==> src/rtl/irenc_pkg.sv <==
// shared types, protocol timing table and code packing for the infrared code encoder
`timescale 1ns / 1ps

package irenc_pkg;

	// code word size and field widths
	localparam int MAX_CODE_BITS = 32;
	localparam int BITS_W        = $clog2(MAX_CODE_BITS + 1);
	localparam int DUR_W         = 14;
	localparam int LIMIT_W       = 10;
	// header pair plus one pair per code bit plus the trailer mark
	localparam int IDX_W         = $clog2(2 * MAX_CODE_BITS + 4);

	// protocol codes
	localparam logic [3:0] PROTO_PD_INV  = 4'd0;
	localparam logic [3:0] PROTO_PD_16   = 4'd1;
	localparam logic [3:0] PROTO_BIPHASE = 4'd2;
	localparam logic [3:0] PROTO_PW_12   = 4'd3;
	localparam logic [3:0] PROTO_PW_15   = 4'd4;
	localparam logic [3:0] PROTO_PD_32   = 4'd5;
	localparam logic [3:0] PROTO_COUNT   = 4'd6;

	// result status codes
	localparam logic [1:0] ST_OK          = 2'd0;
	localparam logic [1:0] ST_UNSUPPORTED = 2'd1;
	localparam logic [1:0] ST_OVERFLOW    = 2'd2;

	typedef enum logic [1:0] {
		KIND_PULSE_DIST,
		KIND_MANCHESTER,
		KIND_PULSE_WIDTH
	} bit_kind_t;

	typedef struct packed {
		logic [DUR_W-1:0] hdr_mark;
		logic [DUR_W-1:0] hdr_space;
		logic [DUR_W-1:0] bmark;
		logic [DUR_W-1:0] sp0;
		logic [DUR_W-1:0] sp1;
		logic [DUR_W-1:0] trail;
		bit_kind_t        kind;
	} timing_t;

	// which result the datapath loads into its output register
	typedef enum logic [2:0] {
		EMIT_NONE,
		EMIT_HDR,
		EMIT_BIT,
		EMIT_TRAIL,
		EMIT_UNSUP,
		EMIT_OVF
	} emit_t;

	// controller to datapath
	typedef struct packed {
		logic  load;
		emit_t emit;
	} irenc_cmd_t;

	// datapath to controller
	typedef struct packed {
		logic unsup;
		logic has_hdr;
		logic has_trail;
		logic fits2;
		logic fits1;
		logic bit_final;
		logic out_free;
	} irenc_stat_t;

	// per-protocol timing in microseconds
	function automatic timing_t proto_timing(input logic [2:0] proto);
		timing_t t;
		t = '{hdr_mark: '0, hdr_space: '0, bmark: '0, sp0: '0, sp1: '0, trail: '0,
			kind: KIND_PULSE_DIST};
		unique case ({1'b0, proto})
			PROTO_PD_INV, PROTO_PD_16: begin
				t.hdr_mark  = 14'd9000;
				t.hdr_space = 14'd4500;
				t.bmark     = 14'd560;
				t.sp0       = 14'd560;
				t.sp1       = 14'd1690;
				t.trail     = 14'd560;
			end
			PROTO_BIPHASE: begin
				t.bmark = 14'd889;
				t.sp0   = 14'd889;
				t.sp1   = 14'd889;
				t.kind  = KIND_MANCHESTER;
			end
			PROTO_PW_12, PROTO_PW_15: begin
				t.hdr_mark  = 14'd2400;
				t.hdr_space = 14'd600;
				t.bmark     = 14'd1200;
				t.sp0       = 14'd600;
				t.sp1       = 14'd600;
				t.kind      = KIND_PULSE_WIDTH;
			end
			PROTO_PD_32: begin
				t.hdr_mark  = 14'd4500;
				t.hdr_space = 14'd4500;
				t.bmark     = 14'd560;
				t.sp0       = 14'd560;
				t.sp1       = 14'd1690;
				t.trail     = 14'd560;
			end
			default: ;
		endcase
		return t;
	endfunction

	// number of code bits sent for a protocol
	function automatic logic [BITS_W-1:0] proto_bits(input logic [2:0] proto);
		logic [BITS_W-1:0] n;
		n = '0;
		unique case ({1'b0, proto})
			PROTO_PD_INV:  n = BITS_W'(32);
			PROTO_PD_16:   n = BITS_W'(24);
			PROTO_BIPHASE: n = BITS_W'(11);
			PROTO_PW_12:   n = BITS_W'(12);
			PROTO_PW_15:   n = BITS_W'(15);
			PROTO_PD_32:   n = BITS_W'(24);
			default:       n = '0;
		endcase
		return n;
	endfunction

	// code word left-aligned so the next bit to send is always the msb
	function automatic logic [MAX_CODE_BITS-1:0] pack_code(
		input logic [2:0]  proto,
		input logic [15:0] dev,
		input logic [7:0]  sub,
		input logic [7:0]  fn
	);
		logic [MAX_CODE_BITS-1:0] c;
		c = '0;
		unique case ({1'b0, proto})
			PROTO_PD_INV:  c = {dev[7:0], sub, fn, ~fn};
			PROTO_PD_16:   c = {dev, fn, 8'd0};
			PROTO_BIPHASE: c = {dev[4:0], fn[5:0], 21'd0};
			PROTO_PW_12:   c = {dev[4:0], fn[6:0], 20'd0};
			PROTO_PW_15:   c = {dev[7:0], fn[6:0], 17'd0};
			PROTO_PD_32:   c = {dev[7:0], sub, fn, 8'd0};
			default:       c = '0;
		endcase
		return c;
	endfunction

endpackage

==> src/rtl/irenc_ctrl.sv <==
// sequencing state machine: header, code bits, trailer and error results
`timescale 1ns / 1ps

module irenc_ctrl import irenc_pkg::*; (
	input  logic        clk,
	input  logic        arst_n,
	input  logic        in_valid,
	output logic        in_ready,
	input  irenc_stat_t stat,
	output irenc_cmd_t  cmd
);

	typedef enum logic [1:0] {
		S_IDLE,
		S_HDR,
		S_BITS,
		S_TRAIL
	} state_t;

	state_t state_q;
	state_t state_d;

	assign in_ready = (state_q == S_IDLE);

	// next state and commands
	always_comb begin
		state_d  = state_q;
		cmd.load = 1'b0;
		cmd.emit = EMIT_NONE;
		unique case (state_q)
			S_IDLE: begin
				if (in_valid) begin
					cmd.load = 1'b1;
					state_d  = S_HDR;
				end
			end
			S_HDR: begin
				if (stat.out_free) begin
					priority if (stat.unsup) begin
						cmd.emit = EMIT_UNSUP;
						state_d  = S_IDLE;
					end else if (!stat.has_hdr) begin
						state_d = S_BITS;
					end else if (!stat.fits2) begin
						cmd.emit = EMIT_OVF;
						state_d  = S_IDLE;
					end else begin
						cmd.emit = EMIT_HDR;
						state_d  = S_BITS;
					end
				end
			end
			S_BITS: begin
				if (stat.out_free) begin
					priority if (!stat.fits2) begin
						cmd.emit = EMIT_OVF;
						state_d  = S_IDLE;
					end else begin
						cmd.emit = EMIT_BIT;
						if (stat.bit_final) begin
							state_d = stat.has_trail ? S_TRAIL : S_IDLE;
						end
					end
				end
			end
			S_TRAIL: begin
				if (stat.out_free) begin
					cmd.emit = stat.fits1 ? EMIT_TRAIL : EMIT_OVF;
					state_d  = S_IDLE;
				end
			end
			default: state_d = S_IDLE;
		endcase
	end

	// state register
	always_ff @(posedge clk or negedge arst_n) begin
		if (!arst_n) begin
			state_q <= S_IDLE;
		end else begin
			state_q <= state_d;
		end
	end

endmodule

==> src/rtl/irenc_dp.sv <==
// datapath: code shift register, entry count and output register
`timescale 1ns / 1ps

module irenc_dp import irenc_pkg::*; (
	input  logic               clk,
	input  logic               arst_n,
	input  irenc_cmd_t         cmd,
	output irenc_stat_t        stat,
	input  logic [LIMIT_W-1:0] limit,
	input  logic [3:0]         protocol,
	input  logic [15:0]        device,
	input  logic [7:0]         subdevice,
	input  logic [7:0]         function_req,
	output logic               out_valid,
	input  logic               out_ready,
	output logic [DUR_W-1:0]   first_us,
	output logic [DUR_W-1:0]   second_us,
	output logic               has_second,
	output logic [1:0]         status,
	output logic               last
);

	logic [MAX_CODE_BITS-1:0] code_q;
	logic [BITS_W-1:0]        bits_q;
	logic [IDX_W-1:0]         idx_q;
	logic [2:0]               proto_q;
	logic                     unsup_q;
	logic                     out_valid_q;
	timing_t                  tim;
	logic [LIMIT_W:0]         idx_ext;
	logic                     cur_bit;
	logic [DUR_W-1:0]         bit_a;
	logic [DUR_W-1:0]         bit_b;

	assign tim     = proto_timing(proto_q);
	assign idx_ext = (LIMIT_W + 1)'(idx_q);
	assign cur_bit = code_q[MAX_CODE_BITS-1];

	// status toward the controller
	assign stat.unsup     = unsup_q;
	assign stat.has_hdr   = (tim.hdr_mark != '0);
	assign stat.has_trail = (tim.trail != '0);
	assign stat.fits2     = (idx_ext + (LIMIT_W + 1)'(2)) <= {1'b0, limit};
	assign stat.fits1     = (idx_ext + (LIMIT_W + 1)'(1)) <= {1'b0, limit};
	assign stat.bit_final = (bits_q == BITS_W'(1));
	assign stat.out_free  = !out_valid_q || out_ready;

	// durations of the current code bit
	always_comb begin
		unique case (tim.kind)
			KIND_MANCHESTER: begin
				bit_a = cur_bit ? tim.sp0 : tim.bmark;
				bit_b = cur_bit ? tim.bmark : tim.sp0;
			end
			KIND_PULSE_WIDTH: begin
				bit_a = cur_bit ? tim.bmark : (tim.bmark >> 1);
				bit_b = tim.sp0;
			end
			default: begin
				bit_a = tim.bmark;
				bit_b = cur_bit ? tim.sp1 : tim.sp0;
			end
		endcase
	end

	// command capture and bit sequencing
	always_ff @(posedge clk or negedge arst_n) begin
		if (!arst_n) begin
			bits_q  <= '0;
			idx_q   <= '0;
			proto_q <= '0;
			unsup_q <= 1'b0;
		end else if (cmd.load) begin
			unsup_q <= (protocol >= PROTO_COUNT);
			proto_q <= protocol[2:0];
			bits_q  <= proto_bits(protocol[2:0]);
			idx_q   <= '0;
		end else begin
			unique case (cmd.emit)
				EMIT_HDR: idx_q <= idx_q + IDX_W'(2);
				EMIT_BIT: begin
					idx_q  <= idx_q + IDX_W'(2);
					bits_q <= bits_q - BITS_W'(1);
				end
				EMIT_TRAIL: idx_q <= idx_q + IDX_W'(1);
				default: ;
			endcase
		end
	end

	// code word, msb first
	always_ff @(posedge clk) begin
		if (cmd.load) begin
			code_q <= pack_code(protocol[2:0], device, subdevice, function_req);
		end else if (cmd.emit == EMIT_BIT) begin
			code_q <= {code_q[MAX_CODE_BITS-2:0], 1'b0};
		end
	end

	// output valid flag
	always_ff @(posedge clk or negedge arst_n) begin
		if (!arst_n) begin
			out_valid_q <= 1'b0;
		end else if (cmd.emit != EMIT_NONE) begin
			out_valid_q <= 1'b1;
		end else if (out_ready) begin
			out_valid_q <= 1'b0;
		end
	end

	// output payload
	always_ff @(posedge clk) begin
		unique case (cmd.emit)
			EMIT_HDR: begin
				first_us   <= tim.hdr_mark;
				second_us  <= tim.hdr_space;
				has_second <= 1'b1;
				status     <= ST_OK;
				last       <= 1'b0;
			end
			EMIT_BIT: begin
				first_us   <= bit_a;
				second_us  <= bit_b;
				has_second <= 1'b1;
				status     <= ST_OK;
				last       <= stat.bit_final && !stat.has_trail;
			end
			EMIT_TRAIL: begin
				first_us   <= tim.trail;
				second_us  <= '0;
				has_second <= 1'b0;
				status     <= ST_OK;
				last       <= 1'b1;
			end
			EMIT_UNSUP: begin
				first_us   <= '0;
				second_us  <= '0;
				has_second <= 1'b0;
				status     <= ST_UNSUPPORTED;
				last       <= 1'b1;
			end
			EMIT_OVF: begin
				first_us   <= '0;
				second_us  <= '0;
				has_second <= 1'b0;
				status     <= ST_OVERFLOW;
				last       <= 1'b1;
			end
			default: ;
		endcase
	end

	assign out_valid = out_valid_q;

endmodule

==> src/rtl/ir_code_timing_encoder.sv <==
// top level of the infrared code timing encoder: config register and submodules
`timescale 1ns / 1ps

// Takes one infrared command per input transfer and emits its mark/space
// durations in microseconds, one result per output transfer: a header pair
// where the protocol has one, one pair per code bit (msb first) and a single
// trailer mark where the protocol has one. The last result of a run has last
// set. Unknown protocols give one unsupported result; a run that would exceed
// output_limit entries (register at address 0, reset 1023) ends with one
// overflow result. The sequencer emits at most one result per cycle and holds
// while the output register is full and not being taken; up to 34 results
// per command. A new command is accepted once the previous run's final
// result has been loaded into the output register.

module ir_code_timing_encoder import irenc_pkg::*; (
	input  logic               clk,
	input  logic               arst_n,
	input  logic               psel,
	input  logic               penable,
	input  logic               pwrite,
	input  logic [2:0]         paddr,
	input  logic [31:0]        pwdata,
	output logic [31:0]        prdata,
	output logic               pready,
	input  logic               in_valid,
	output logic               in_ready,
	input  logic [3:0]         protocol,
	input  logic [15:0]        device,
	input  logic [7:0]         subdevice,
	input  logic [7:0]         function_req,
	output logic               out_valid,
	input  logic               out_ready,
	output logic [DUR_W-1:0]   first_us,
	output logic [DUR_W-1:0]   second_us,
	output logic               has_second,
	output logic [1:0]         status,
	output logic               last
);

	logic [LIMIT_W-1:0] limit_q;
	irenc_cmd_t         cmd;
	irenc_stat_t        stat;
	logic               ctrl_in_ready;

	assign pready = 1'b1;

	// output_limit register write
	always_ff @(posedge clk or negedge arst_n) begin
		if (!arst_n) begin
			limit_q <= {LIMIT_W{1'b1}};
		end else if (psel && penable && pwrite && !paddr[2]) begin
			limit_q <= pwdata[LIMIT_W-1:0];
		end
	end

	// register readback
	assign prdata = paddr[2] ? 32'd0 : {{(32 - LIMIT_W){1'b0}}, limit_q};

	assign in_ready = ctrl_in_ready;

	irenc_ctrl u_ctrl (
		.clk      (clk),
		.arst_n   (arst_n),
		.in_valid (in_valid),
		.in_ready (ctrl_in_ready),
		.stat     (stat),
		.cmd      (cmd)
	);

	irenc_dp u_dp (
		.clk          (clk),
		.arst_n       (arst_n),
		.cmd          (cmd),
		.stat         (stat),
		.limit        (limit_q),
		.protocol     (protocol),
		.device       (device),
		.subdevice    (subdevice),
		.function_req (function_req),
		.out_valid    (out_valid),
		.out_ready    (out_ready),
		.first_us     (first_us),
		.second_us    (second_us),
		.has_second   (has_second),
		.status       (status),
		.last         (last)
	);

endmodule
==> config.mk <==
export PLATFORM = sky130hd
export DESIGN_NAME = ir_code_timing_encoder
export DESIGN_NICKNAME = d
export VERILOG_FILES = /design/src/rtl/irenc_pkg.sv /design/src/rtl/irenc_ctrl.sv /design/src/rtl/irenc_dp.sv /design/src/rtl/ir_code_timing_encoder.sv
export SDC_FILE = /design/constraint.sdc
export NUM_CORES = 1
export LEC_CHECK = 0
export ABC_CLOCK_PERIOD_IN_PS = 3410
export BUFFER_PORTS_ARGS = -buffer_cell sky130_fd_sc_hd__buf_2
export CAP_MARGIN = 20
export CELL_PAD_IN_SITES_DETAIL_PLACEMENT = 1
export CELL_PAD_IN_SITES_GLOBAL_PLACEMENT = 2
export CORE_MARGIN = 3
export CORE_UTILIZATION = 29
export CTS_CLUSTER_DIAMETER = 80
export DETAILED_ROUTE_END_ITERATION = 16
export HOLD_SLACK_MARGIN = 0.03
export PLACE_DENSITY = 0.82
export SETUP_SLACK_MARGIN = 0.1
export SYNTH_ARGS = -nofsm -noshare
export SYNTH_HDL_FRONTEND = slang
export SYNTH_SLANG_ARGS = --single-unit
==> constraint.sdc <==
create_clock -name clk -period 3.41 [get_ports clk]
set_input_delay 0.1705 -clock clk [delete_from_list [all_inputs] [get_ports clk]]
set_output_delay 0.1705 -clock clk [all_outputs]
set_load 0.005 [all_outputs]
Word level (Yosys, flattened, before mapping)
Index checks and enable logic that the tools add are counted.
Word-level totals
  register bits: 94
  logic and storage cells: 126
  output and inout bits: 67
  input port bits: 78
Operators by class
  magnitude comparators: 3
  eq/ne operators: 26
  $add $sub $neg: 5
  bitwise operators: 1
  reduce and logical (&&, ||, !) cells: 30
  muxes and demuxes: 48
Operator list (count)
  32-bit case mux with 6 select lines: 1
  39-bit case mux with 3 select lines: 1
  28-bit case mux with 3 select lines: 1
  32-bit two-way mux: 2
  14-bit case mux with 2 select lines: 2
  14-bit case mux with 4 select lines: 1
  14-bit two-way mux: 3
  14-bit case mux with 3 select lines: 1
  6-bit case mux with 5 select lines: 1
  14-bit nonzero test: 2
  3-bit two-way mux: 8
  11-bit by 10-bit less-or-equal comparator with 1-bit output: 2
  10-bit two-way mux: 2
  2-bit two-way mux: 10
  3-bit by 2-bit == test with 1-bit output, second input constant: 6
  3-bit == test, second input constant: 6
  7-bit case mux with 2 select lines: 1
  6-bit two-way mux: 2
  3-bit nonzero test: 4
  11-bit two-way mux: 1
  2-bit OR reduction: 5
  3-bit by 1-bit == test with 1-bit output, second input constant: 3
  3-bit case mux with 3 select lines: 1
  3-bit OR reduction: 3
  other kinds (27): 44

Longest topological paths before layout
Gate-level depths: netlist of run 1.
  depth after elaboration: 12
  depth in mapped cells: 13
  gate-level depth less buffers: 11

Modules after synthesis
A second synthesis of run 1 with hierarchy kept.
Unflattened totals
  cell total of the unflattened synthesis: 641
  area total of the unflattened synthesis: 6024.5 um^2
Modules (own cells, without submodules)
  irenc_dp: times used 1, cells each 556, sequential area each 2252.2 um^2, area an instance 5124.9 um^2
  ir_code_timing_encoder: times used 1, cells each 58, sequential area each 262.8 um^2, area an instance 694.4 um^2
  irenc_ctrl: times used 1, cells each 27, sequential area each 50.0 um^2, area an instance 205.2 um^2

Worst setup path after synthesis of run 1
OpenSTA, ideal clock, no wires.
  kind: reg-to-reg
  from: reg u_dp.idx_q[1]
  to: reg u_dp.code_q[0] (enable)
  required time: 3.020 ns
  clock period less this slack: 3.167 ns
  library setup time: 0.390 ns
  stages on the path, launching flop included: 11
  buffers on the path: 1
  path slack: 0.243 ns
  arrival: 2.777 ns
  cells stage by stage: dfrtp_1 > ha_1 > nand3_1 > xnor2_1 > ha_1 > nand4_1 > o221a_2 > o21ai_1 > buf_2 > nand2_1 > nand2_1
Between the ends
  longest elaborated chain between the ends: 9
  elaborated cells between the ends (all ways): 15
  classes of those cells: add/sub (2); order compare (2); eq/ne (1); mux (9); reduce/logical (1)
Ends and longest elaborated chain
  from (decl): line irenc_dp.sv:25  | logic [IDX_W-1:0] idx_q;
  from (signal assigned): line irenc_dp.sv:80  | EMIT_HDR: idx_q <= idx_q + IDX_W'(2);
  from (signal assigned): line irenc_dp.sv:82  | idx_q <= idx_q + IDX_W'(2);
  from (signal assigned): line irenc_dp.sv:85  | EMIT_TRAIL: idx_q <= idx_q + IDX_W'(1);
  7-bit by 2-bit adder with 8-bit output: line irenc_dp.sv:43  | assign stat.fits2 = (idx_ext + (LIMIT_W + 1)'(2)) <= {1'b0, limit};
  11-bit by 10-bit less-or-equal comparator with 1-bit output: line irenc_dp.sv:43
  3-bit two-way mux: line irenc_ctrl.sv:44  | end else if (!stat.fits2) begin
  3-bit two-way mux: line irenc_ctrl.sv:42  | end else if (!stat.has_hdr) begin
  3-bit two-way mux: line irenc_ctrl.sv:39  | priority if (stat.unsup) begin
  3-bit two-way mux: line irenc_ctrl.sv:38  | if (stat.out_free) begin
  3-bit case mux with 3 select lines (*): line irenc_ctrl.sv:30  | unique case (state_q)
  3-bit by 2-bit == test with 1-bit output (*): line irenc_dp.sv:95  | end else if (cmd.emit == EMIT_BIT) begin
  2-bit nonzero test (no line) (*)
  to (signal assigned): line irenc_dp.sv:94  | code_q <= pack_code(protocol[2:0], device, subdevice, function_req);
  to (signal assigned): line irenc_dp.sv:96  | code_q <= {code_q[MAX_CODE_BITS-2:0], 1'b0};
  to (decl): line irenc_dp.sv:23  | logic [MAX_CODE_BITS-1:0] code_q;
Every way passes the cells marked *; elsewhere a longest branch is shown, timed or not.
A chain may end at the register's enable or synchronous reset.

Final worst setup path of run 1
  from: reg u_dp.idx_q[1]
  to: reg u_dp.first_us[9], data pin
Between the ends
  longest elaborated chain between the ends: 10
  elaborated cells between the ends (all ways): 20
  classes of those cells: add/sub (2); order compare (2); eq/ne (5); mux (10); reduce/logical (1)
Ends and longest elaborated chain
  7-bit by 2-bit adder with 8-bit output: line irenc_dp.sv:43
  11-bit by 10-bit less-or-equal comparator with 1-bit output: line irenc_dp.sv:43
  3-bit two-way mux: line irenc_ctrl.sv:44
  3-bit two-way mux: line irenc_ctrl.sv:42
  3-bit two-way mux: line irenc_ctrl.sv:39
  3-bit two-way mux: line irenc_ctrl.sv:38
  3-bit case mux with 3 select lines (*): line irenc_ctrl.sv:30
  3-bit == test: line irenc_dp.sv:113  | unique case (cmd.emit)
  2-bit OR reduction (no line)
  14-bit case mux with 4 select lines (*): line irenc_dp.sv:113
  to (signal assigned): line irenc_dp.sv:115  | first_us <= tim.hdr_mark;
  to (signal assigned): line irenc_dp.sv:122  | first_us <= bit_a;
  to (signal assigned): line irenc_dp.sv:129  | first_us <= tim.trail;
  to (decl): line irenc_dp.sv:16  | output logic [DUR_W-1:0] first_us,
Marked as above.

==> results of run 1 <==
==> routing by layer <==
layer,wire [µm],GRT usage (%),up-vias
met1,7280,18.6,2351
met3,660,2.68,16
li1,-,-,2297
met4,227,5.27,0
met5,0,0,-
met2,7320,23.3,108
==> sequential cells by signal, indices dropped and copies added, names as in the netlist <==
signal	count
u_dp.first_us	13
u_dp.status	2
limit_q	10
u_ctrl.state_q	2
u_dp.bits_q	6
u_dp.idx_q	7
u_dp.proto_q	3
u_dp.has_second	1
u_dp.second_us	11
u_dp.code_q	32
u_dp.last	1
u_dp.unsup_q	1
u_dp.out_valid	1
==> power breakdown <==
group          internal (mW)  leakage [nW]  switching (mW)
Clock                  0.641         0.151           0.439
Sequential              1.91         0.934           0.300
Combinational          0.999          1.70            1.65
==> how the worst max path moves through the flow <==
stage / startpoint / end / slack [ps] / cells past startpoint
after floorplan: u_dp.idx_q[1] / u_dp.code_q[0] / 240 / 10
after global placement: u_dp.idx_q[1] / u_dp.second_us[5] / 180 / 9
after detailed placement: u_dp.idx_q[1] / u_dp.second_us[3] / 60 / 9
after CTS: u_dp.idx_q[3] / u_dp.second_us[5] / 130 / 10
after global routing: u_dp.idx_q[1] / u_dp.second_us[8] / 30 / 9
final: u_dp.idx_q[1] / u_dp.first_us[9] / 230 / 10
==> area by class of cell <==
type	instances	area (µm²)	share of cell area, %
Tap cell	260	325	4.83
Sequential cell	90	2560	38.1
Inverter	24	90.1	1.34
Clock inverter	7	93.8	1.39
Timing Repair Buffer	104	573	8.51
Clock buffer	9	225	3.34
Multi-Input combinational cell	459	2860	42.5
==> worst max-delay path, stage by stage, from the launching register on <==
cell and delay (ps):
dfrtp_1 460, ha_1 290, nand4_1 140, xnor2_1 180, ha_1 320, nand3_1 220, a211oi_4 340, nor3_2 90
o211a_2 350, nor2b_4 170, or3_1 370
==> layout by cell type, fill, tap and decap left out, types with 13 or more instances in the layout <==
cell type | netlist | layout
mux2_2 | 14 | 14
nor2_1 | 53 | 53
nand2_1 | 73 | 70
o21ai_0 | 52 | 52
inv_1 | 21 | 21
mux2i_1 | 13 | 13
edfxtp_1 | 60 | 60
ha_1 | 23 | 23
dfrtp_1 | 20 | 20
conb_1 | 2 | 26
nand3_1 | 14 | 13
buf_2 | 2 | 94
a21oi_1 | 51 | 51
==> stage by stage <==
stage,hold slack [ps],cell area [µm²]
after floorplan,-125,5850
after global placement,266,6380
after detailed placement,283,6380
after CTS,39.7,6720
after global routing,41.7,6730
final,53.8,6730
==> what timing repair did <==
item	4_1_cts	5_1_grt
resized for setup	2	7
setup endpoints to repair	25	88
endpoints found under the hold margin	20	0
pin swaps	0	1
hold buffers	1	0
==> logic make-up after synthesis <==
logic type	count (synthesis)	share of synthesized area (%)
and+or+nand+nor	203	17.2
AOI/OAI and AO/OA	167	18.4
DFF	90	44.6
buffers and inverters	83	7.74
muxes	27	5.00
adders and majority gates	23	5.00
xor gates and xnor gates	13	1.98
other	2	0.130
==> Implementation_results.wiki, run 1 <==
{| class="wikitable"
! Metric !! Value
|-
| Routed WL per cell || 16.2 µm
|-
| CP endpoint kind || register
|-
| Class of the most critical hold timing path || input port to register
|-
| Top-level I/O count || ~150
|-
| Final period utilization || between 90 and 100%
|-
| Post-synth EDFFs || 60
|-
| Critical R2R Capture || u_dp.first_us[9]
|-
| Power Total || between 5 and 6 mW
|-
| DRC Markers || 0
|-
| Launch instance of the worst min-delay path || pwdata[9]
|-
| Startpoint Class || register
|-
| Synthesized area per cell || roughly 9.5 µm²
|-
| Most numerous cell types in the synthesized netlist || 73 x nand2_1, 60 x edfxtp_1, 53 x nor2_1
|-
| Vias in the first global route || 4,938
|-
| Final GP Congestion || between 0.8 and 0.9
|-
| Max_cap viols || 0
|-
| Share of the core filled with cells in the final layout || approximately a third
|-
| Final hold violation count || 0
|-
| Master cell of the clock root buffer || clkbuf_16
|-
| Antenna fix cells || 0
|-
| Post-synth cell types || 70
|-
| Slack of the worst reg-to-reg path || around 230 ps
|-
| Final net count || ~790
|-
| Count of buffers added by post-CTS timing repair for setup || 0
|-
| Leak || between 2 and 3 nW
|-
| Origin of the critical flop-to-flop path || u_dp.idx_q[1]
|-
| Number of iterations in the first detailed-routing pass || 4
|-
| Post-place setup slack || roughly 61 ps
|-
| Post-synth top flop || edfxtp_1
|-
| Share of layout cells above drive strength 1 || approximately a quarter
|-
| Crit path kind || register to register
|-
| Max Clock Freq || 315 MHz
|-
| Final setup violating endpoints || 0
|-
| Depth of the CTS H-tree || 3
|-
| Cell row count || 50
|-
| CP arrival || between 3000 and 4000 ps
|-
| Initial antenna violation count || 0
|-
| PD cells || 881 nW/µm²
|-
| Largest cells by area after synthesis || edfxtp_1 31%, dfrtp_1 8.7%, ha_1 5.0%, nand2_1 4.8%, dfstp_2 4.6%
|-
| Final clock skew || between 7 and 8 ps
|-
| Post-route worst setup slack || approximately 230 ps
|-
| Syn. warnings || 0
|-
| Final standard cell count with taps included and fillers excluded || 953
|-
| Total Neg Setup Slack || 0 ps
|-
| Largest fanout on the critical path || 9
|-
| Die footprint || approximately 22,000 µm²
|-
| Final Max Tran Viols || 0
|-
| Fin crit period || 3180 ps
|-
| Transition at the pin with the smallest max-transition slack || 737 ps
|-
| Pin count of the biggest net entering global routing || 46
|-
| Depth of the worst register-to-register path || 10
|-
| Largest area contributor in the synthesized netlist || edfxtp_1
|-
| Detailed Place HPWL || approximately 12,000 µm
|-
| Hold-critical path depth || 2
|-
| GRT Resource Usage Total || 14.2%
|-
| Core box area || ~19,000 µm²
|-
| Clk slew on worst S/H paths || 60 ps
|-
| Via-per-instance ratio || approximately 5
|-
| RSZ-0062 raised after global routing || yes
|-
| Hold-critical path endpoint || limit_q[9]
|-
| Fraction of synthesis flops using an asynchronous set or reset pin || around a third
|-
| Post-synth top area share || a little under a third
|-
| Gate count after technology mapping || about 610
|-
| Clock sink count || 90
|-
| Post-synthesis sequential element count || 90
|-
| Cts bufs inserted || 9
|-
| Global-route wire length before repair || 25,300 µm
|-
| Status || finished clean
|-
| Fill count || 2,236
|-
| Insertion delay to the later sink of the worst-skew pair || approximately 350 ps
|-
| Initial DRC Count || 290
|-
| DRT Wirelength || 15,500 µm
|-
| Vias after detailed routing || roughly 4,800
|-
| Placed Cells incl. Taps || about 940
|-
| Global route total overflow || 0
|-
| Relative slew margins || about half
|-
| Peak supply drop || between 0.15 and 0.2 mV
|-
| Worst Path Required || 3510 ps
|-
| Chip Height || ~150 µm
|-
| Antenna viol nets, final || 0
|-
| Seq/Total Area, Yosys || approximately 45%
|-
| Post-synthesis instance area || approximately 5800 µm²
|-
| Die X-Extent || about 150 µm
|-
| Maximum clock path buffer count || 2
|-
| Area added between synthesis and finish || 17.0%
|-
| Starting density of the core || 30.2%
|-
| Most common cell in the netlist || nand2_1
|-
| CTS tree || yes
|-
| Count of buffers inserted at the top-level ports || between 90 and 100
|}
Note: power is estimated with default switching activity, not from simulation.
==> run 2, diff against run 1 <==
- PLACE_DENSITY: 0.82 -> 0.84
==> Implementation_results.wiki, run 2 (synthesized netlist as in run 1, its figures left out) <==
{| class="wikitable"
! Metric !! Value
|-
| Number of flip-flops in the largest register || 32 (unchanged)
|-
| DRC Markers || 0 (unchanged)
|-
| Relative slew margins || 50.9% (was 50.8%)
|-
| Total Neg Setup Slack || 0 ps (unchanged)
|-
| DRT Wirelength || 15,700 µm (was 15,500 µm)
|-
| PD cells || 877 nW/µm² (was 881 nW/µm²)
|-
| Hold-critical path endpoint || limit_q[3] (was limit_q[9])
|-
| Cts bufs inserted || 9 (unchanged)
|-
| Top-level I/O count || 145 (unchanged)
|-
| Count of buffers added by post-CTS timing repair for setup || 0 (unchanged)
|-
| Worst Path Required || 3500 ps (was 3510 ps)
|-
| Max Clock Freq || 322 MHz (was 315 MHz)
|-
| GRT Resource Usage Total || 14.6% (was 14.2%)
|-
| Clock sink count || 90 (unchanged)
|-
| Routed WL per cell || 16.4 µm (was 16.2 µm)
|-
| Origin of the critical flop-to-flop path || u_dp.idx_q[1] (unchanged)
|-
| Clk slew on worst S/H paths || 70 ps (was 60 ps)
|-
| CP endpoint kind || register (unchanged)
|-
| Crit path kind || register to register (unchanged)
|-
| Most used cell along the critical path || ha_1 (unchanged)
|-
| Depth of the worst register-to-register path || 10 (unchanged)
|-
| Cell with the largest stage delay on the worst path || dfrtp_1 (unchanged)
|-
| Commonest cells after routing, fill and taps aside || 94 x buf_2, 72 x nand2_1, 60 x edfxtp_1 (was 94 x buf_2, 70 x nand2_1, 60 x edfxtp_1)
|-
| Final hold violation count || 0 (unchanged)
|-
| Insertion delay to the later sink of the worst-skew pair || 350 ps (about the same)
|-
| Final setup violating endpoints || 0 (unchanged)
|-
| Maximum clock path buffer count || 2 (unchanged)
|-
| Part of the power in combinational logic || 46.3% (was 44.6%)
|-
| Transition at the pin with the smallest max-transition slack || 737 ps (about the same)
|-
| Final period utilization || 90.9% (was 93.2%)
|-
| Pint || 3.46 mW (was 3.55 mW)
|-
| Fin crit period || 3100 ps (was 3180 ps)
|-
| Class of the most critical hold timing path || input port to register (unchanged)
|-
| Slack of the worst reg-to-reg path || 310 ps (was 230 ps)
|-
| Cells along the critical path || ha_1, nand4_1, xnor2_1, ha_1, nand3_2, a211oi_4, nor3_2, o211a_4, nor2b_4, or3_1 (was ha_1, nand4_1, xnor2_1, ha_1, nand3_1, a211oi_4, nor3_2, o211a_2, nor2b_4, or3_1)
|-
| Largest fanout on the critical path || 9 (unchanged)
|-
| Chip Height || 147 µm (unchanged)
|-
| CP arrival || 3190 ps (was 3270 ps)
|-
| Final Max Tran Viols || 0 (unchanged)
|-
| Final net count || 793 (was 789)
|-
| Die X-Extent || 147 µm (unchanged)
|-
| Peak supply drop || 0.267 mV (was 0.196 mV)
|-
| Switching Share || 41.6% (was 40.2%)
|-
| Post-place setup slack || 95.6 ps (was 60.8 ps)
|-
| Initial DRC Count || 261 (was 290)
|-
| Count of buffers inserted at the top-level ports || 94 (unchanged)
|-
| Reported net switching power || 2.46 mW (was 2.39 mW)
|-
| Vias after detailed routing || 4,710 (was 4,772)
|-
| Initial antenna violation count || 0 (unchanged)
|-
| Max_cap viols || 0 (unchanged)
|-
| Master cell of the clock root buffer || clkbuf_16 (unchanged)
|-
| Core box area || 19,100 µm² (unchanged)
|-
| Pin count of the biggest net entering global routing || 46 (unchanged)
|-
| Startpoint Class || register (unchanged)
|-
| Global-route wire length before repair || 25,600 µm (was 25,300 µm)
|-
| Commonest non-fill, non-tap cell in the layout || buf_2 (unchanged)
|-
| CTS tree || yes (unchanged)
|-
| Final clock skew || 5.29 ps (was 7.35 ps)
|-
| Antenna fix cells || 0 (unchanged)
|-
| Slowest stage delay, CP || 460 ps (about the same)
|-
| Die footprint || 21,600 µm² (unchanged)
|-
| Area added between synthesis and finish || 17.4% (was 17.0%)
|-
| Cell row count || 50 (unchanged)
|-
| Starting density of the core || 30.2% (unchanged)
|-
| Post-route worst setup slack || 309 ps (was 232 ps)
|-
| Antenna viol nets, final || 0 (unchanged)
|-
| Depth of the CTS H-tree || 3 (unchanged)
|-
| RSZ-0062 raised after global routing || no (was yes)
|-
| Leak || 2.81 nW (was 2.79 nW)
|-
| Final GP Congestion || 0.801 (was 0.865)
|-
| Detailed Place HPWL || 11,600 µm (was 11,700 µm)
|-
| Register bank with the most flops || u_dp.code_q (unchanged)
|-
| Launch instance of the worst min-delay path || pwdata[3] (was pwdata[9])
|-
| Vias in the first global route || 4,919 (was 4,938)
|-
| Global route total overflow || 0 (unchanged)
|-
| Flop pwr share || 36.9% (was 37.2%)
|-
| Hold-critical path depth || 2 (unchanged)
|-
| Share of power burned in the clock network || 16.9% (was 18.2%)
|-
| Critical R2R Capture || u_dp.first_us[9] (unchanged)
|-
| Number of iterations in the first detailed-routing pass || 4 (unchanged)
|-
| Via-per-instance ratio || 4.92 (was 5.01)
|-
| Share of layout cells above drive strength 1 || 24.8% (was 24.7%)
|-
| Registers with the highest flip-flop counts || u_dp.code_q x32, u_dp.first_us x13, u_dp.second_us x11 (unchanged)
|-
| Status || finished clean (unchanged)
|}
## run 2: changes by cell type in the layout (fill, tap and decap cells not counted), moves of 2 or more
cell,before,now
inv_6,0,4
bufinv_16,2,0
nand2_2,3,1
clkinv_2,2,0
buf_4,7,11
nand2_1,70,72
inv_8,0,2
## run 2: routing by layer
metal	GRT usage (%)	share of wire, %
met5	0	0
met4	3.96	1.1
met3	3.08	5.1
met2	23.5	46
met1	20.0	48
## run 2: final cells by class
| cell class | instances | area, µm² |
|---|---|---|
| fillers | 2263 | 12300 |
| multi-input cells | 459 | 2890 |
| flip-flops and latches | 90 | 2560 |
| repair buffers | 108 | 603 |
| well taps | 260 | 325 |
| clock buffers | 9 | 225 |
| inverters | 24 | 90.1 |
| clock inverters | 7 | 65.1 |
## run 2: power by group through the flow
stage | Combinational, mW | Sequential, mW | Clock, mW
after floorplan | 1.89 | 2.14 | 0
after global placement | 2.63 | 2.17 | 0
after detailed placement | 2.73 | 2.21 | 0
after CTS | 2.75 | 2.19 | 1.03
after global routing | 3.09 | 2.26 | 1.08
final | 2.74 | 2.18 | 1.00
## run 2: worst max path at each step
stage                        startpoint               end  slack, ps
after detailed placement  u_dp.idx_q[1]  u_dp.first_us[5]        100
after global routing      u_dp.idx_q[1]  u_dp.first_us[9]        140
final                     u_dp.idx_q[1]  u_dp.first_us[9]        310
after CTS                 u_dp.idx_q[1]  u_dp.first_us[9]         90
after floorplan           u_dp.idx_q[1]    u_dp.code_q[0]        240
after global placement    u_dp.idx_q[1]  u_dp.first_us[9]        230
## run 2: through the flow
stage / instances / area, µm² / power [mW] / utilization [%] / hold slack [ps]
floorplan: 632 / 5850 / 4.02 / - / -125
global placement: 940 / 6410 / 4.80 / 33.6 / 283
detailed placement: 940 / 6410 / 4.93 / 33.6 / 280
CTS: 957 / 6720 / 5.97 / 35.2 / 33.5
global route: 957 / 6760 / 6.43 / 35.4 / 38.4
finish: 957 / 6760 / 5.93 / 35.4 / 47.1
## run 2: worst max-delay path, delay by kind of cell, from the launching register on
| family | cells | cell delay, ps |
|---|---|---|
| and+or+nand+nor | 5 | 970 |
| AOI/OAI and AO/OA | 2 | 640 |
| adders and majority gates | 2 | 590 |
| DFF | 1 | 460 |
| xor gates and xnor gates | 1 | 180 |
## run 2: timing repair
item / 4_1_cts / 5_1_grt
hold buffers: 1 / 0
hold endpoints to repair: 20 / 0
pin swaps: 0 / 1
endpoints found under the setup margin: 1 / 43
cloned: 0 / 0
gates resized for setup: 1 / 8
==> run 3, diff against run 2 <==
- ABC_CLOCK_PERIOD_IN_PS: 3410 -> 2950
- CORE_ASPECT_RATIO: not set -> 0.9
- CORE_UTILIZATION: 29 -> 33
- PLACE_DENSITY: 0.84 -> 0.9
- REMOVE_ABC_BUFFERS: not set -> 1
- clock period: 3.41 -> 2.95 ns (I/O delays scaled with it)
==> Implementation_results.wiki, run 3 (synthesized netlist as in run 1, its figures left out) <==
{| class="wikitable"
! Metric !! Value
|-
| Final Max Tran Viols || 0 (unchanged)
|-
| Routed WL per cell || 19.3 µm (was 16.4 µm)
|-
| Hold-critical path endpoint || limit_q[2] (was limit_q[3])
|-
| Top-level I/O count || 145 (unchanged)
|-
| Post-route worst setup slack || -109 ps (was 309 ps)
|-
| Area of placed instances || 6510 µm² (was 6410 µm²)
|-
| CP arrival || 3170 ps (was 3190 ps)
|-
| Maximum clock path buffer count || 2 (unchanged)
|-
| Final setup violating endpoints || 58 (was 0)
|-
| Share of layout cells above drive strength 1 || 34.2% (was 24.8%)
|-
| Status || complete, but fails checks (was finished clean)
|-
| RSZ-0062 raised after global routing || yes (was no)
|-
| Fill count || 1,937 (was 2,263)
|-
| Slack of the worst reg-to-reg path || -110 ps (was 310 ps)
|-
| Post-place setup slack || -255 ps (was 95.6 ps)
|-
| Pin count of the biggest net entering global routing || 34 (was 46)
|-
| Largest fanout on the critical path || 7 (was 9)
|-
| Slowest stage delay, CP || 580 ps (was 460 ps)
|-
| Final hold violation count || 0 (unchanged)
|-
| Origin of the critical flop-to-flop path || u_dp.idx_q[4] (was u_dp.idx_q[1])
|-
| Vias in the first global route || 5,188 (was 4,919)
|-
| CP endpoint kind || register (unchanged)
|-
| Final standard cell count with taps included and fillers excluded || 976 (was 957)
|-
| Max_cap viols || 0 (unchanged)
|-
| Antenna viol nets, final || 0 (unchanged)
|-
| CTS tree || yes (unchanged)
|-
| Placed Cells incl. Taps || 931 (was 940)
|-
| Vias after detailed routing || 5,216 (was 4,710)
|-
| Global route total overflow || 0 (unchanged)
|-
| Final net count || 836 (was 793)
|-
| Area added between synthesis and finish || 31.4% (was 17.4%)
|-
| Initial DRC Count || 455 (was 261)
|-
| Critical R2R Capture || u_dp.first_us[3] (was u_dp.first_us[9])
|-
| Peak supply drop || 0.516 mV (was 0.267 mV)
|-
| Buf/Inv on CP || 4 (was 0)
|-
| Launch instance of the worst min-delay path || pwdata[2] (was pwdata[3])
|-
| Final period utilization || 104% (was 90.9%)
|-
| Relative slew margins || 39.5% (was 50.9%)
|-
| Depth of the CTS H-tree || 3 (unchanged)
|-
| PD cells || 1060 nW/µm² (was 877 nW/µm²)
|-
| Cell row count || 45 (was 50)
|-
| DRT Wirelength || 18,800 µm (was 15,700 µm)
|-
| Register bank with the most flops || u_dp.code_q (unchanged)
|-
| Transition at the pin with the smallest max-transition slack || 905 ps (was 737 ps)
|-
| Chip Height || 131 µm (was 147 µm)
|-
| Via-per-instance ratio || 5.34 (was 4.92)
|-
| Class of the most critical hold timing path || input port to register (unchanged)
|-
| Master cell of the clock root buffer || clkbuf_16 (unchanged)
|-
| Core box area || 17,000 µm² (was 19,100 µm²)
|-
| Power Total || 8.02 mW (was 5.93 mW)
|-
| Crit path max-delay family || simple AND/OR/NAND/NOR gates (unchanged)
|-
| Footprint of the multi-input gates || 3260 µm² (was 2890 µm²)
|-
| Registers with the highest flip-flop counts || u_dp.code_q x32, u_dp.first_us x13, u_dp.second_us x11 (unchanged)
|-
| Cell with the largest stage delay on the worst path || dfrtp_1 (unchanged)
|-
| Die footprint || 19,100 µm² (was 21,600 µm²)
|-
| Cts bufs inserted || 9 (unchanged)
|-
| GRT Resource Usage Total || 17.4% (was 14.6%)
|-
| Count of buffers inserted at the top-level ports || 94 (unchanged)
|-
| Sequential cell area in the final layout || 2570 µm² (was 2560 µm²)
|-
| Global-route wire length before repair || 27,200 µm (was 25,600 µm)
|-
| Depth of the worst register-to-register path || 13 (was 10)
|-
| Area of all placed cells without fillers || 7570 µm² (was 6760 µm²)
|-
| Crit path kind || register to register (unchanged)
|-
| DRC Markers || 0 (unchanged)
|-
| Initial antenna violation count || 1 (was 0)
|-
| Starting density of the core || 33.9% (was 30.2%)
|-
| Fin crit period || 3060 ps (was 3100 ps)
|-
| Startpoint Class || register (unchanged)
|-
| Final clock skew || 11.8 ps (was 5.29 ps)
|-
| Insertion delay to the later sink of the worst-skew pair || 360 ps (was 350 ps)
|-
| Die X-Extent || 145 µm (was 147 µm)
|-
| Commonest cells after routing, fill and taps aside || 94 x buf_2, 63 x nand2_1, 60 x edfxtp_1 (was 94 x buf_2, 72 x nand2_1, 60 x edfxtp_1)
|-
| Clk slew on worst S/H paths || 70 ps (about the same)
|-
| Commonest non-fill, non-tap cell in the layout || buf_2 (unchanged)
|-
| Violated checks || setup timing
|-
| Clock sink count || 90 (unchanged)
|-
| Cells along the critical path || nand4_1, xnor2_2, ha_1, nand4_1, o221a_2, o21ai_2, buf_6, buf_12, nand2_8, buf_8, buf_6, nor3_2, or2_2 (was ha_1, nand4_1, xnor2_1, ha_1, nand3_2, a211oi_4, nor3_2, o211a_4, nor2b_4, or3_1)
|-
| Worst Path Required || 3060 ps (was 3500 ps)
|-
| Final GP Congestion || 0.871 (was 0.801)
|-
| Leak || 3.14 nW (was 2.81 nW)
|-
| Number of flip-flops in the largest register || 32 (unchanged)
|-
| Hold-critical path depth || 2 (unchanged)
|-
| Detailed Place HPWL || 11,900 µm (was 11,600 µm)
|-
| Number of iterations in the first detailed-routing pass || 5 (was 4)
|-
| Max Clock Freq || 327 MHz (was 322 MHz)
|}
run 3: changes by cell type in the layout (fill, tap and decap cells not counted), sizes merged:
cell	before	now
clkinv	1	4
dlygate4sd3	1	10
clkbuf	9	11
buf	107	138
inv	29	25
diode	0	1
o22ai	3	4
bufinv	0	1
run 3: worst max-delay path by stage:
| stage | start | end | cells past startpoint |
|---|---|---|---|
| after CTS | u_dp.idx_q[1] | u_dp.first_us[9] | 10 |
| final | u_dp.idx_q[4] | u_dp.first_us[3] | 13 |
| after floorplan | u_dp.idx_q[1] | u_dp.code_q[0] | 9 |
| after detailed placement | u_dp.idx_q[1] | u_dp.idx_q[3] | 12 |
| after global routing | u_dp.idx_q[4] | u_dp.first_us[5] | 13 |
| after global placement | u_dp.idx_q[1] | u_dp.second_us[5] | 11 |
run 3: report_power, final:
| part | internal [mW] | switching, mW |
|---|---|---|
| combinational | 1.76 | 2.49 |
| clock | 0.665 | 0.540 |
| sequential | 2.20 | 0.356 |
| total | 4.63 | 3.39 |
run 3: worst register-to-register path: stages, from the launching register on:
cell and delay [ps]:
dfrtp_1 580, nand4_1 220, xnor2_2 270, ha_1 310, nand4_1 210, o221a_2 240
o21ai_2 70, buf_6 150, buf_12 130, nand2_8 70, buf_8 140, buf_6 130
nor3_2 40, or2_2 270
run 3: layout make-up:
type                            instances  share of cell area [%]
Timing Repair Buffer                  150                    13.9
Multi-Input combinational cell        460                    43.0
Sequential cell                        90                    33.9
Antenna cell                            1                  0.0331
Inverter                               24                    1.19
Clock buffer                            9                    2.98
Tap cell                              235                    3.89
Clock inverter                          7                    1.03
run 3: what timing repair did:
action,CTS,global route
setup endpoints to repair,87,94
resized for setup,26,75
gates cloned,0,3
pin swaps,7,32
setup buffers,4,12
hold buffers,10,0
endpoints found under the hold margin,29,0
run 3: per-layer routing:
layer	vias to the layer above	global-route usage, %	part of all wire, %
li1	2392	-	-
met1	2582	23.4	43
met2	203	28.2	49
met3	39	3.31	6.0
met4	0	5.59	2.6
met5	-	0	0
run 3: per-stage QoR:
step | util [%] | hold slack [ps] | TNS (ps)
final | 44.5 | 46.7 | -2460
after global routing | 44.5 | 47.5 | -13320
after CTS | 41.7 | 39.5 | 0
after detailed placement | 38.3 | 251 | -4600
after global placement | 38.3 | 239 | -16.9
after floorplan | - | -148 | -17750
